File: src/hdl/mspph_pkg.sv
// Shared types, widths, register codes and reset values for the motor speed
// regulator with position hold. Used by every module under hdl/.
`default_nettype none

package mspph_pkg;

  // Default structural parameters
  localparam int MOTORS_DEF     = 4;
  localparam int ANGLE_BITS_DEF = 13;

  // Field widths fixed by the item format
  localparam int MOTOR_W    = 2;
  localparam int SPEED_W    = 16;
  localparam int ANGLE_IN_W = 13;
  localparam int CUR_W      = 16;
  localparam int ST_W       = 25;

  // Shared multiplier: unsigned 16-bit gain times signed operand
  localparam int MUL_A_W = 17;
  localparam int MUL_B_W = 26;
  localparam int PROD_W  = 43;

  // Stream widths
  localparam int IN_DATA_W  = 48;
  localparam int OUT_DATA_W = 24;

  // Queue between front and back
  localparam int QDEPTH = 4;
  localparam int QPTR_W = $clog2(QDEPTH);

  // Configuration port
  localparam int APB_ADDR_W = 5;
  localparam int APB_DATA_W = 32;

  typedef enum logic [2:0] {
    REG_SPEED_GAIN    = 3'd0,
    REG_HOLD_GAIN     = 3'd1,
    REG_GEAR_RATIO    = 3'd2,
    REG_HOLD_DEADBAND = 3'd3,
    REG_CURRENT_LIMIT = 3'd4
  } reg_idx_t;

  localparam logic OP_SET_TARGET = 1'b0;
  localparam logic OP_CONTROL    = 1'b1;

  localparam logic [15:0] SPEED_GAIN_RST    = 16'd16;
  localparam logic [15:0] HOLD_GAIN_RST     = 16'd256;
  localparam logic [15:0] GEAR_RATIO_RST    = 16'd4915;
  localparam logic [11:0] HOLD_DEADBAND_RST = 12'd10;
  localparam logic [14:0] CURRENT_LIMIT_RST = 15'd20000;

  typedef struct packed {
    logic [15:0] speed_gain;
    logic [15:0] hold_gain;
    logic [15:0] gear_ratio;
    logic [11:0] hold_deadband;
    logic [14:0] current_limit;
  } cfg_t;

  typedef struct packed {
    logic                  op;
    logic [MOTOR_W-1:0]    motor;
    logic [SPEED_W-1:0]    tgt;
    logic [ANGLE_IN_W-1:0] ang;
    logic [SPEED_W-1:0]    meas;
  } item_t;

  typedef enum logic [2:0] {
    ST_IDLE,
    ST_PREP,
    ST_SET,
    ST_HMUL,
    ST_HSAT,
    ST_DIFF,
    ST_SMUL,
    ST_OUT
  } seq_t;

  // Arithmetic shift right by k, rounding toward zero
  function automatic logic signed [PROD_W-1:0] shr_trunc(
    input logic signed [PROD_W-1:0] v,
    input int unsigned              k
  );
    logic signed [PROD_W-1:0] bias;
    bias = v[PROD_W-1] ? $signed((PROD_W'(1) << k) - PROD_W'(1)) : '0;
    return (v + bias) >>> k;
  endfunction

endpackage

`default_nettype wire

File: src/hdl/mspph_fifo.sv
// Short item queue between the front and the back of the speed regulator.
// Depends on mspph_pkg for the item type and depth.
`default_nettype none

module mspph_fifo
  import mspph_pkg::*;
(
  input  wire logic  clk,
  input  wire logic  rst,
  input  wire logic  push,
  input  wire item_t push_item,
  output logic       full,
  input  wire logic  pop,
  output item_t      pop_item,
  output logic       empty
);

  item_t             mem [QDEPTH];
  logic [QPTR_W-1:0] wr_ptr;
  logic [QPTR_W-1:0] rd_ptr;
  logic [QPTR_W:0]   count;

  assign full     = (count == (QPTR_W+1)'(QDEPTH));
  assign empty    = (count == '0);
  assign pop_item = mem[rd_ptr];

  // Store incoming items
  always_ff @(posedge clk) begin
    if (push) begin
      mem[wr_ptr] <= push_item;
    end
  end

  // Advance pointers and fill count
  always_ff @(posedge clk) begin
    if (rst) begin
      wr_ptr <= '0;
      rd_ptr <= '0;
      count  <= '0;
    end else begin
      if (push) begin
        wr_ptr <= wr_ptr + 1'b1;
      end
      if (pop) begin
        rd_ptr <= rd_ptr + 1'b1;
      end
      if (push && !pop) begin
        count <= count + 1'b1;
      end else if (pop && !push) begin
        count <= count - 1'b1;
      end
    end
  end

  a_no_overflow: assert property (@(posedge clk) disable iff (rst) !(push && full))
    else $error("queue push while full");
  a_no_underflow: assert property (@(posedge clk) disable iff (rst) !(pop && empty))
    else $error("queue pop while empty");

endmodule

`default_nettype wire

File: src/hdl/mspph_front.sv
// Input side of the speed regulator: unpacks stream beats, drops items for
// motors that do not exist and pushes the rest into the queue. Uses mspph_pkg.
`default_nettype none

module mspph_front
  import mspph_pkg::*;
#(
  parameter int MOTORS = MOTORS_DEF
) (
  input  wire logic                 s_axis_tvalid,
  output logic                      s_axis_tready,
  input  wire logic [IN_DATA_W-1:0] s_axis_tdata,
  input  wire logic [0:0]           s_axis_tuser,
  input  wire logic                 q_full,
  output logic                      q_push,
  output item_t                     q_item
);

  logic motor_ok;

  // Unpack the beat
  always_comb begin
    q_item.op    = s_axis_tuser[0];
    q_item.motor = s_axis_tdata[1:0];
    q_item.tgt   = s_axis_tdata[17:2];
    q_item.ang   = s_axis_tdata[30:18];
    q_item.meas  = s_axis_tdata[46:31];
  end

  // Drop items for motors beyond the configured count
  assign motor_ok      = (4'(q_item.motor) < 4'(MOTORS));
  assign s_axis_tready = !q_full;
  assign q_push        = s_axis_tvalid && !q_full && motor_ok;

endmodule

`default_nettype wire

File: src/hdl/mspph_back.sv
// Execution side of the speed regulator: per-motor state, hold error,
// one shared multiplier and the output register. Uses mspph_pkg.
`default_nettype none

module mspph_back
  import mspph_pkg::*;
#(
  parameter int MOTORS     = MOTORS_DEF,
  parameter int ANGLE_BITS = ANGLE_BITS_DEF
) (
  input  wire logic                  clk,
  input  wire logic                  rst,
  input  wire cfg_t                  cfg,
  input  wire logic                  q_empty,
  output logic                       q_pop,
  input  wire item_t                 q_item,
  output logic                       m_axis_tvalid,
  input  wire logic                  m_axis_tready,
  output logic [OUT_DATA_W-1:0]      m_axis_tdata,
  output logic [0:0]                 m_axis_tuser
);

  localparam int MW  = (MOTORS > 1) ? $clog2(MOTORS) : 1;
  localparam int IW  = (MW > MOTOR_W) ? MW : MOTOR_W;
  localparam int AXW = (ANGLE_BITS > ANGLE_IN_W) ? ANGLE_BITS : ANGLE_IN_W;
  localparam int EW  = (ANGLE_BITS + 2 > 14) ? ANGLE_BITS + 2 : 14;

  localparam logic signed [EW-1:0] HALF = EW'((2 ** (ANGLE_BITS - 1)) - 1);
  localparam logic signed [EW-1:0] FULL = EW'(2 ** ANGLE_BITS);
  localparam logic signed [PROD_W-1:0] ST_MAX_P = PROD_W'((2 ** (ST_W - 1)) - 1);
  localparam logic signed [PROD_W-1:0] ST_MIN_P = -ST_MAX_P - PROD_W'(1);

  seq_t state;
  seq_t state_next;
  logic out_load;

  item_t it;
  logic signed [ST_W-1:0]    speed_target [MOTORS];
  logic                      hold_active  [MOTORS];
  logic                      angle_latched[MOTORS];
  logic [ANGLE_BITS-1:0]     hold_angle   [MOTORS];
  logic signed [EW-1:0]      err_q;
  logic                      outside;
  logic signed [MUL_B_W-1:0] diff;
  logic signed [PROD_W-1:0]  prod;

  logic                      out_valid;
  logic [MOTOR_W-1:0]        out_motor;
  logic [CUR_W-1:0]          out_cur;
  logic                      out_hold;

  logic [IW-1:0]             motor_ext;
  logic [MW-1:0]             idx;
  logic [AXW-1:0]            ang_ext;
  logic [ANGLE_BITS-1:0]     ang;
  logic [ANGLE_BITS-1:0]     ha_eff;
  logic signed [EW-1:0]      err_raw;
  logic signed [EW-1:0]      err_wrap;
  logic signed [EW-1:0]      db_s;
  logic                      outside_c;
  logic signed [MUL_A_W-1:0] mul_a;
  logic signed [MUL_B_W-1:0] mul_b;
  logic signed [PROD_W-1:0]  prod_c;
  logic signed [PROD_W-1:0]  set_q;
  logic signed [PROD_W-1:0]  hold_q;
  logic signed [PROD_W-1:0]  hold_sat;
  logic signed [PROD_W-1:0]  cur_q;
  logic signed [PROD_W-1:0]  lim;
  logic signed [PROD_W-1:0]  cur_c;

  // Motor index and angle at the array and angle widths
  assign motor_ext = IW'(it.motor);
  assign idx       = motor_ext[MW-1:0];
  assign ang_ext   = AXW'(it.ang);
  assign ang       = ang_ext[ANGLE_BITS-1:0];

  // Wrapped hold error and deadband test
  assign ha_eff  = angle_latched[idx] ? hold_angle[idx] : ang;
  assign err_raw = $signed(EW'(ha_eff)) - $signed(EW'(ang));
  assign db_s    = $signed(EW'(cfg.hold_deadband));

  always_comb begin
    if (err_raw > HALF) begin
      err_wrap = err_raw - FULL;
    end else if (err_raw < -HALF) begin
      err_wrap = err_raw + FULL;
    end else begin
      err_wrap = err_raw;
    end
  end

  assign outside_c = (err_wrap > db_s) || (err_wrap < -db_s);

  // Shared multiplier operand select
  always_comb begin
    case (state)
      ST_PREP: begin
        mul_a = $signed({1'b0, cfg.gear_ratio});
        mul_b = MUL_B_W'($signed(it.tgt));
      end
      ST_HMUL: begin
        mul_a = $signed({1'b0, cfg.hold_gain});
        mul_b = MUL_B_W'(err_q);
      end
      default: begin
        mul_a = $signed({1'b0, cfg.speed_gain});
        mul_b = diff;
      end
    endcase
  end

  assign prod_c = mul_a * mul_b;

  // Scale and saturate the registered product
  assign set_q  = shr_trunc(prod, 8);
  assign hold_q = shr_trunc(prod, 4);
  assign cur_q  = shr_trunc(prod, 12);
  assign lim    = $signed(PROD_W'(cfg.current_limit));

  always_comb begin
    if (hold_q > ST_MAX_P) begin
      hold_sat = ST_MAX_P;
    end else if (hold_q < ST_MIN_P) begin
      hold_sat = ST_MIN_P;
    end else begin
      hold_sat = hold_q;
    end
    if (cur_q > lim) begin
      cur_c = lim;
    end else if (cur_q < -lim) begin
      cur_c = -lim;
    end else begin
      cur_c = cur_q;
    end
  end

  // Sequencer state register
  always_ff @(posedge clk) begin
    if (rst) begin
      state <= ST_IDLE;
    end else begin
      state <= state_next;
    end
  end

  // Sequencer next state and strobes
  always_comb begin
    state_next = state;
    q_pop      = 1'b0;
    out_load   = 1'b0;
    case (state)
      ST_IDLE: begin
        if (!q_empty) begin
          q_pop      = 1'b1;
          state_next = ST_PREP;
        end
      end
      ST_PREP: begin
        if (it.op == OP_SET_TARGET) begin
          state_next = ST_SET;
        end else if (hold_active[idx]) begin
          state_next = ST_HMUL;
        end else begin
          state_next = ST_DIFF;
        end
      end
      ST_SET:  state_next = ST_IDLE;
      ST_HMUL: state_next = ST_HSAT;
      ST_HSAT: state_next = ST_DIFF;
      ST_DIFF: state_next = ST_SMUL;
      ST_SMUL: state_next = ST_OUT;
      ST_OUT: begin
        if (!out_valid || m_axis_tready) begin
          out_load   = 1'b1;
          state_next = ST_IDLE;
        end
      end
      default: state_next = ST_IDLE;
    endcase
  end

  // Datapath registers
  always_ff @(posedge clk) begin
    if (q_pop) begin
      it <= q_item;
    end
    case (state)
      ST_PREP: begin
        prod    <= prod_c;
        err_q   <= err_wrap;
        outside <= outside_c;
      end
      ST_HMUL: prod <= prod_c;
      ST_DIFF: diff <= MUL_B_W'(speed_target[idx])
                       - (MUL_B_W'($signed(it.meas)) <<< 4);
      ST_SMUL: prod <= prod_c;
      default: ;
    endcase
    if (out_load) begin
      out_motor <= it.motor;
      out_cur   <= cur_c[CUR_W-1:0];
      out_hold  <= hold_active[idx];
    end
  end

  // Latched hold angle: first item of a motor, and zero target on leaving run
  always_ff @(posedge clk) begin
    if (state == ST_PREP && !angle_latched[idx]) begin
      hold_angle[idx] <= ang;
    end else if (state == ST_SET && it.tgt == '0 && !hold_active[idx]) begin
      hold_angle[idx] <= ang;
    end
  end

  // Per-motor control state
  always_ff @(posedge clk) begin
    if (rst) begin
      for (int i = 0; i < MOTORS; i++) begin
        speed_target[i]  <= '0;
        hold_active[i]   <= 1'b1;
        angle_latched[i] <= 1'b0;
      end
    end else begin
      case (state)
        ST_PREP: angle_latched[idx] <= 1'b1;
        ST_SET: begin
          speed_target[idx] <= set_q[ST_W-1:0];
          hold_active[idx]  <= (it.tgt == '0);
        end
        ST_HSAT: speed_target[idx] <= outside ? hold_sat[ST_W-1:0] : '0;
        default: ;
      endcase
    end
  end

  // Output register
  always_ff @(posedge clk) begin
    if (rst) begin
      out_valid <= 1'b0;
    end else if (out_load) begin
      out_valid <= 1'b1;
    end else if (m_axis_tready) begin
      out_valid <= 1'b0;
    end
  end

  assign m_axis_tvalid = out_valid;
  assign m_axis_tdata  = {(OUT_DATA_W - CUR_W - MOTOR_W)'(0), out_cur, out_motor};
  assign m_axis_tuser  = out_hold;

  a_cur_in_limit: assert property (@(posedge clk) disable iff (rst)
    out_load |=> ($signed(out_cur) <= $signed({1'b0, cfg.current_limit}))
              && ($signed(out_cur) >= -$signed({1'b0, cfg.current_limit})))
    else $error("current command outside limit");
  a_hold_latched: assert property (@(posedge clk) disable iff (rst)
    (state == ST_HMUL) |-> (hold_active[idx] && angle_latched[idx]))
    else $error("hold error formed without a latched angle");
  a_out_control_only: assert property (@(posedge clk) disable iff (rst)
    (state == ST_OUT) |-> (it.op == OP_CONTROL))
    else $error("result for a set-target item");

endmodule

`default_nettype wire

File: src/hdl/motor_speed_p_with_position_hold.sv
// Per-motor proportional speed regulator with automatic position hold.
//
// Channels: s_axis carries items (tuser[0] = opcode: 0 set target, 1 control
// tick); m_axis carries one current command per control tick and nothing for
// set-target items. Items for motors at or above MOTORS are taken and dropped.
// The user must write registers over the APB port only while the block is idle; the block itself does not enforce it.
//
// Flow: an accepted beat enters a 4-entry queue; the back end takes one
// item at a time through a shared 17x26 multiplier. A set-target item passes
// prepare and set states; a control tick passes prepare, difference, speed
// multiply and output, in hold with error multiply and saturation first.
// The multiplier sequence of the back end sets the sustained rate.
//
// Reset (synchronous, rst high): registers return to their defaults, every
// motor is in hold with zero speed target and no latched angle, queue and
// output are empty. A stalled m_axis holds the result in the output register;
// the back end waits, the queue fills, then s_axis_tready drops.
// Depends on mspph_pkg, mspph_front, mspph_fifo and mspph_back.
`default_nettype none

module motor_speed_p_with_position_hold
  import mspph_pkg::*;
#(
  parameter int MOTORS     = MOTORS_DEF,
  parameter int ANGLE_BITS = ANGLE_BITS_DEF
) (
  input  wire logic                  clk,
  input  wire logic                  rst,
  // Input stream
  input  wire logic                  s_axis_tvalid,
  output logic                       s_axis_tready,
  // motor[1:0], target_speed[17:2], measured_angle[30:18],
  // measured_speed[46:31], zero [47]
  input  wire logic [IN_DATA_W-1:0]  s_axis_tdata,
  // opcode[0]
  input  wire logic [0:0]            s_axis_tuser,
  // Result stream
  output logic                       m_axis_tvalid,
  input  wire logic                  m_axis_tready,
  // motor_out[1:0], current_cmd[17:2], zero [23:18]
  output logic [OUT_DATA_W-1:0]      m_axis_tdata,
  // holding[0]
  output logic [0:0]                 m_axis_tuser,
  // Configuration
  input  wire logic                  psel,
  input  wire logic                  penable,
  input  wire logic                  pwrite,
  input  wire logic [APB_ADDR_W-1:0] paddr,
  input  wire logic [APB_DATA_W-1:0] pwdata,
  output logic [APB_DATA_W-1:0]      prdata,
  output logic                       pready
);

  cfg_t     cfg;
  reg_idx_t reg_sel;
  logic     cfg_wr;
  logic     q_push;
  logic     q_full;
  logic     q_pop;
  logic     q_empty;
  item_t    q_in;
  item_t    q_out;

  assign pready  = 1'b1;
  assign reg_sel = reg_idx_t'(paddr[APB_ADDR_W-1:2]);
  assign cfg_wr  = psel && penable && pwrite && pready;

  // Register writes
  always_ff @(posedge clk) begin
    if (rst) begin
      cfg.speed_gain    <= SPEED_GAIN_RST;
      cfg.hold_gain     <= HOLD_GAIN_RST;
      cfg.gear_ratio    <= GEAR_RATIO_RST;
      cfg.hold_deadband <= HOLD_DEADBAND_RST;
      cfg.current_limit <= CURRENT_LIMIT_RST;
    end else if (cfg_wr) begin
      case (reg_sel)
        REG_SPEED_GAIN:    cfg.speed_gain    <= pwdata[15:0];
        REG_HOLD_GAIN:     cfg.hold_gain     <= pwdata[15:0];
        REG_GEAR_RATIO:    cfg.gear_ratio    <= pwdata[15:0];
        REG_HOLD_DEADBAND: cfg.hold_deadband <= pwdata[11:0];
        REG_CURRENT_LIMIT: cfg.current_limit <= pwdata[14:0];
        default: ;
      endcase
    end
  end

  // Register read-back
  always_comb begin
    case (reg_sel)
      REG_SPEED_GAIN:    prdata = APB_DATA_W'(cfg.speed_gain);
      REG_HOLD_GAIN:     prdata = APB_DATA_W'(cfg.hold_gain);
      REG_GEAR_RATIO:    prdata = APB_DATA_W'(cfg.gear_ratio);
      REG_HOLD_DEADBAND: prdata = APB_DATA_W'(cfg.hold_deadband);
      REG_CURRENT_LIMIT: prdata = APB_DATA_W'(cfg.current_limit);
      default:           prdata = '0;
    endcase
  end

  mspph_front #(
    .MOTORS (MOTORS)
  ) u_front (
    .s_axis_tvalid (s_axis_tvalid),
    .s_axis_tready (s_axis_tready),
    .s_axis_tdata  (s_axis_tdata),
    .s_axis_tuser  (s_axis_tuser),
    .q_full        (q_full),
    .q_push        (q_push),
    .q_item        (q_in)
  );

  mspph_fifo u_fifo (
    .clk       (clk),
    .rst       (rst),
    .push      (q_push),
    .push_item (q_in),
    .full      (q_full),
    .pop       (q_pop),
    .pop_item  (q_out),
    .empty     (q_empty)
  );

  mspph_back #(
    .MOTORS     (MOTORS),
    .ANGLE_BITS (ANGLE_BITS)
  ) u_back (
    .clk           (clk),
    .rst           (rst),
    .cfg           (cfg),
    .q_empty       (q_empty),
    .q_pop         (q_pop),
    .q_item        (q_out),
    .m_axis_tvalid (m_axis_tvalid),
    .m_axis_tready (m_axis_tready),
    .m_axis_tdata  (m_axis_tdata),
    .m_axis_tuser  (m_axis_tuser)
  );

endmodule

`default_nettype wire

File: config.mk
export PLATFORM = sky130hd
export DESIGN_NAME = motor_speed_p_with_position_hold
export DESIGN_NICKNAME = d
export VERILOG_FILES = /design/src/hdl/mspph_pkg.sv /design/src/hdl/mspph_fifo.sv /design/src/hdl/mspph_front.sv /design/src/hdl/mspph_back.sv /design/src/hdl/motor_speed_p_with_position_hold.sv
export SDC_FILE = /design/constraint.sdc
export NUM_CORES = 2
export LEC_CHECK = 0
export BUFFER_PORTS_ARGS = -buffer_cell sky130_fd_sc_hd__buf_2
export CAP_MARGIN = 25
export CORE_ASPECT_RATIO = 0.7
export CORE_UTILIZATION = 25
export DETAILED_ROUTE_END_ITERATION = 16
export SYNTH_ARGS = -nofsm -noshare
export SYNTH_HDL_FRONTEND = slang
export SYNTH_SLANG_ARGS = --single-unit
File: constraint.sdc
create_clock -name clk -period 8.1 [get_ports clk]
set_clock_uncertainty 0.05 [all_clocks]
set_input_delay 2.43 -clock clk [delete_from_list [all_inputs] [get_ports clk]]
set_output_delay 2.43 -clock clk [all_outputs]
set_load 0.01 [all_outputs]
==> flow_summary.ini <==
[synthesis]
synth_edf_count = 501
synth_area_um2 = 44600
yosysUniqueCellTypes = 80
synthAdderAreaFrac_pct = 25.0
ys_async_sr_fraction_pct = 0
synth_xor_area_share_pct = 3.24
synth_top_family_by_area = adder cells
yosysSeqAreaShare_pct = 37.7
ys.flop_type = edfxtp_1
avgSynthCellArea_um2 = 10.5
yosys-top-cells-area = edfxtp_1, fa_1, ha_1
synth_top_area_share_pct = 33.7
ys_seq_elements = 590
syn_inst = 4244
ys_warn_count = 0
synth_top_area_cell = edfxtp_1
synth-simple-area-share_pct = 12.6
muxShareOfSynthArea_pct = 5.69
synth_compound_gate_area_share_pct = 8.44

[floorplan]
rows = 129
die_x_um = 507
io_pins = 153
start_util_pct = 25.2
die_y_um = 355
die-area_um2 = 180000
core_area_um2 = 177000

[timing]
tightest_slew_ns = 1.28
slew_headroom_pct = 13.6
report.final.setup_viol = 0
slew_violations = 0
rsz0062_at_grt = no
fin_setup_tns_ns = 0
min_period_ns = 7.72
fin_crit_sh_pct = 95.3
fmax_mhz = 130
report.final.hold_viol_count = 0

[cts]
clock_path_buffers = 3
clkTransAtPathRegs_ns = 0.07
cts_max_level = 2
clock_latency_ns = 0.67
numCtsBuffers = 59
cts_tree = yes
ctsRootBufferMaster = clkbuf_16
cts_sinks = 590

[final_layout]
layout_commonest_cell = inv_1
final_cell_mix = inv_1, nand2_1, edfxtp_1
area_delta_synth_final_pct = 13.8
fin_nets = 5130
drive_gt1_share_pct = 12.2

[min_path]
whs_path_depth = 2
min_path_type = flop to flop

[placement]
numPortBuffers = 110
gp_congestion = 0.938
hpwl_mm = 101

[routing]
drcViolationCount = 0
ant_nets = 0
vias = 31700
wl_per_cell_um = 18.9
dr.pass1.iters = 6
via_per_inst = 4.67
initialDrtViolationCount = 2892
finalWirelength_mm = 129

[setup_path]
cp.required_ns = 8.45
crit_type = flop to flop
crit_family = adder cells
cpMostUsedCell = fa_1
ff2ff_path_depth = 30
max_stage_delay_ns = 0.57
worst_setup_path_start_kind = flop
path_depth = 30
end_kind = flop
crit_arrival_ns = 8.07
cp_max_fo = 17
crit_slowest_cell = fa_1
critPathBufInv = 9

[global_route]
antenna_found_initial = 7
grt_pass1_wl_mm = 197
track_usage_pct = 14.2
gr-total-overflow = 0
grt_max_degree = 97
first_global_vias = 31800

[status]
outcome = completed

[flow_run]
maxCapViolCount = 0
==> per-stage QoR <==
step / std cells / cell area [um2] / hold WS (ns) / setup slack, ns / utilization, %
6_report: 6796 / 50800 / 0.420 / 0.384 / 28.7
3_3_place_gp: 6682 / 48700 / 0.389 / 0.0519 / 27.5
4_1_cts: 6792 / 50700 / 0.418 / 0.00556 / 28.7
3_5_place_dp: 6685 / 48700 / 0.403 / 0.0763 / 27.5
5_1_grt: 6794 / 50800 / 0.439 / 0.00531 / 28.7
2_1_floorplan: 4265 / 44700 / 0.374 / 0.286 / -
==> metal layers <==
metal | share of wire, % | vias to the layer above | global-route usage (%)
li1 | - | 14500 | -
met1 | 47 | 15800 | 21.3
met2 | 41 | 1224 | 20.1
met3 | 9.8 | 147 | 3.66
met4 | 2.1 | 0 | 3.25
met5 | 0 | - | 0
==> flip-flops by register name (all words and copies together) (netlist names), 3 cells and up <==
register,cells
cfg,75
u_fifo.count,3
u_back.err_q,15
u_back.state,3
u_back.diff,26
u_back.speed_target,100
u_back.hold_active,4
u_back.angle_latched,4
u_back.prod,43
u_back.ang,13
u_back.out_cur,16
u_back.it,33
u_fifo.mem,192
u_back.hold_angle,52
==> final timing paths <==
path                           startpoint                        end  slack, ns
min reg2reg          cfg[49]$_SDFFE_PP0P_       cfg[49]$_SDFFE_PP0P_       0.42
max          u_back.state[1]$_SDFFE_PP0P_  u_back.prod[42]$_DFFE_PP_       0.38
min                  cfg[49]$_SDFFE_PP0P_       cfg[49]$_SDFFE_PP0P_       0.42
max reg2reg  u_back.state[1]$_SDFFE_PP0P_  u_back.prod[42]$_DFFE_PP_       0.38
==> cell usage after synthesis (18+ instances only) <==
cell type	instances
xor2_1	45
mux4_2	87
ha_1	239
nor2_1	430
xnor2_1	120
mux2i_1	42
nor3_1	53
fa_1	408
o21a_1	56
buf_4	26
nand2b_1	31
dfxtp_1	89
a21oi_1	177
edfxtp_1	501
o21ai_0	108
inv_1	612
clkbuf_1	145
nand3_1	53
and2_1	19
and3_1	19
nor4_1	20
nand4_1	46
nor2b_1	27
a22oi_1	25
a21o_1	32
buf_2	18
buf_1	22
o21ai_1	35
nand2_1	508
==> cells by family (layout without fill, tap and decap cells) <==
family	Yosys count	after routing
other cells	2	25
compound gates	594	594
xor+xnor	165	165
simple gates	1276	1276
fa+ha+maj	647	647
buf+inv	827	998
mux	143	143
flops	590	590
==> area by class of cell <==
type | instances | area (um2)
well taps | 2358 | 2950
inverters | 613 | 2300
repair buffers | 278 | 1960
flip-flops and latches | 590 | 16800
fillers | 18400 | 126000
clock inverters | 40 | 459
multi-input cells | 2848 | 24700
clock buffers | 67 | 1520
diodes | 2 | 5.00
==> worst register-to-register path, delay by kind of cell, from the launching register on <==
kind | cells | cell delay [ns]
AO/OA/AOI/OAI | 7 | 1.31
XOR/XNOR | 1 | 0.15
adder cells (fa/ha/maj) | 7 | 3.56
buffers and inverters | 9 | 1.18
flip-flops | 1 | 0.43
multiplexers | 1 | 0.21
AND/OR/NAND/NOR | 5 | 0.58
==> timing repair <==
item,in CTS,in global routing
gates resized for setup,0,13
buffers inserted,0,1
endpoints found under the setup margin,0,11
hold buffers,0,0
Power is left out: the tool's default activity adds up to more than one toggle a clock period on the data nets, which glitch-free logic cannot reach.
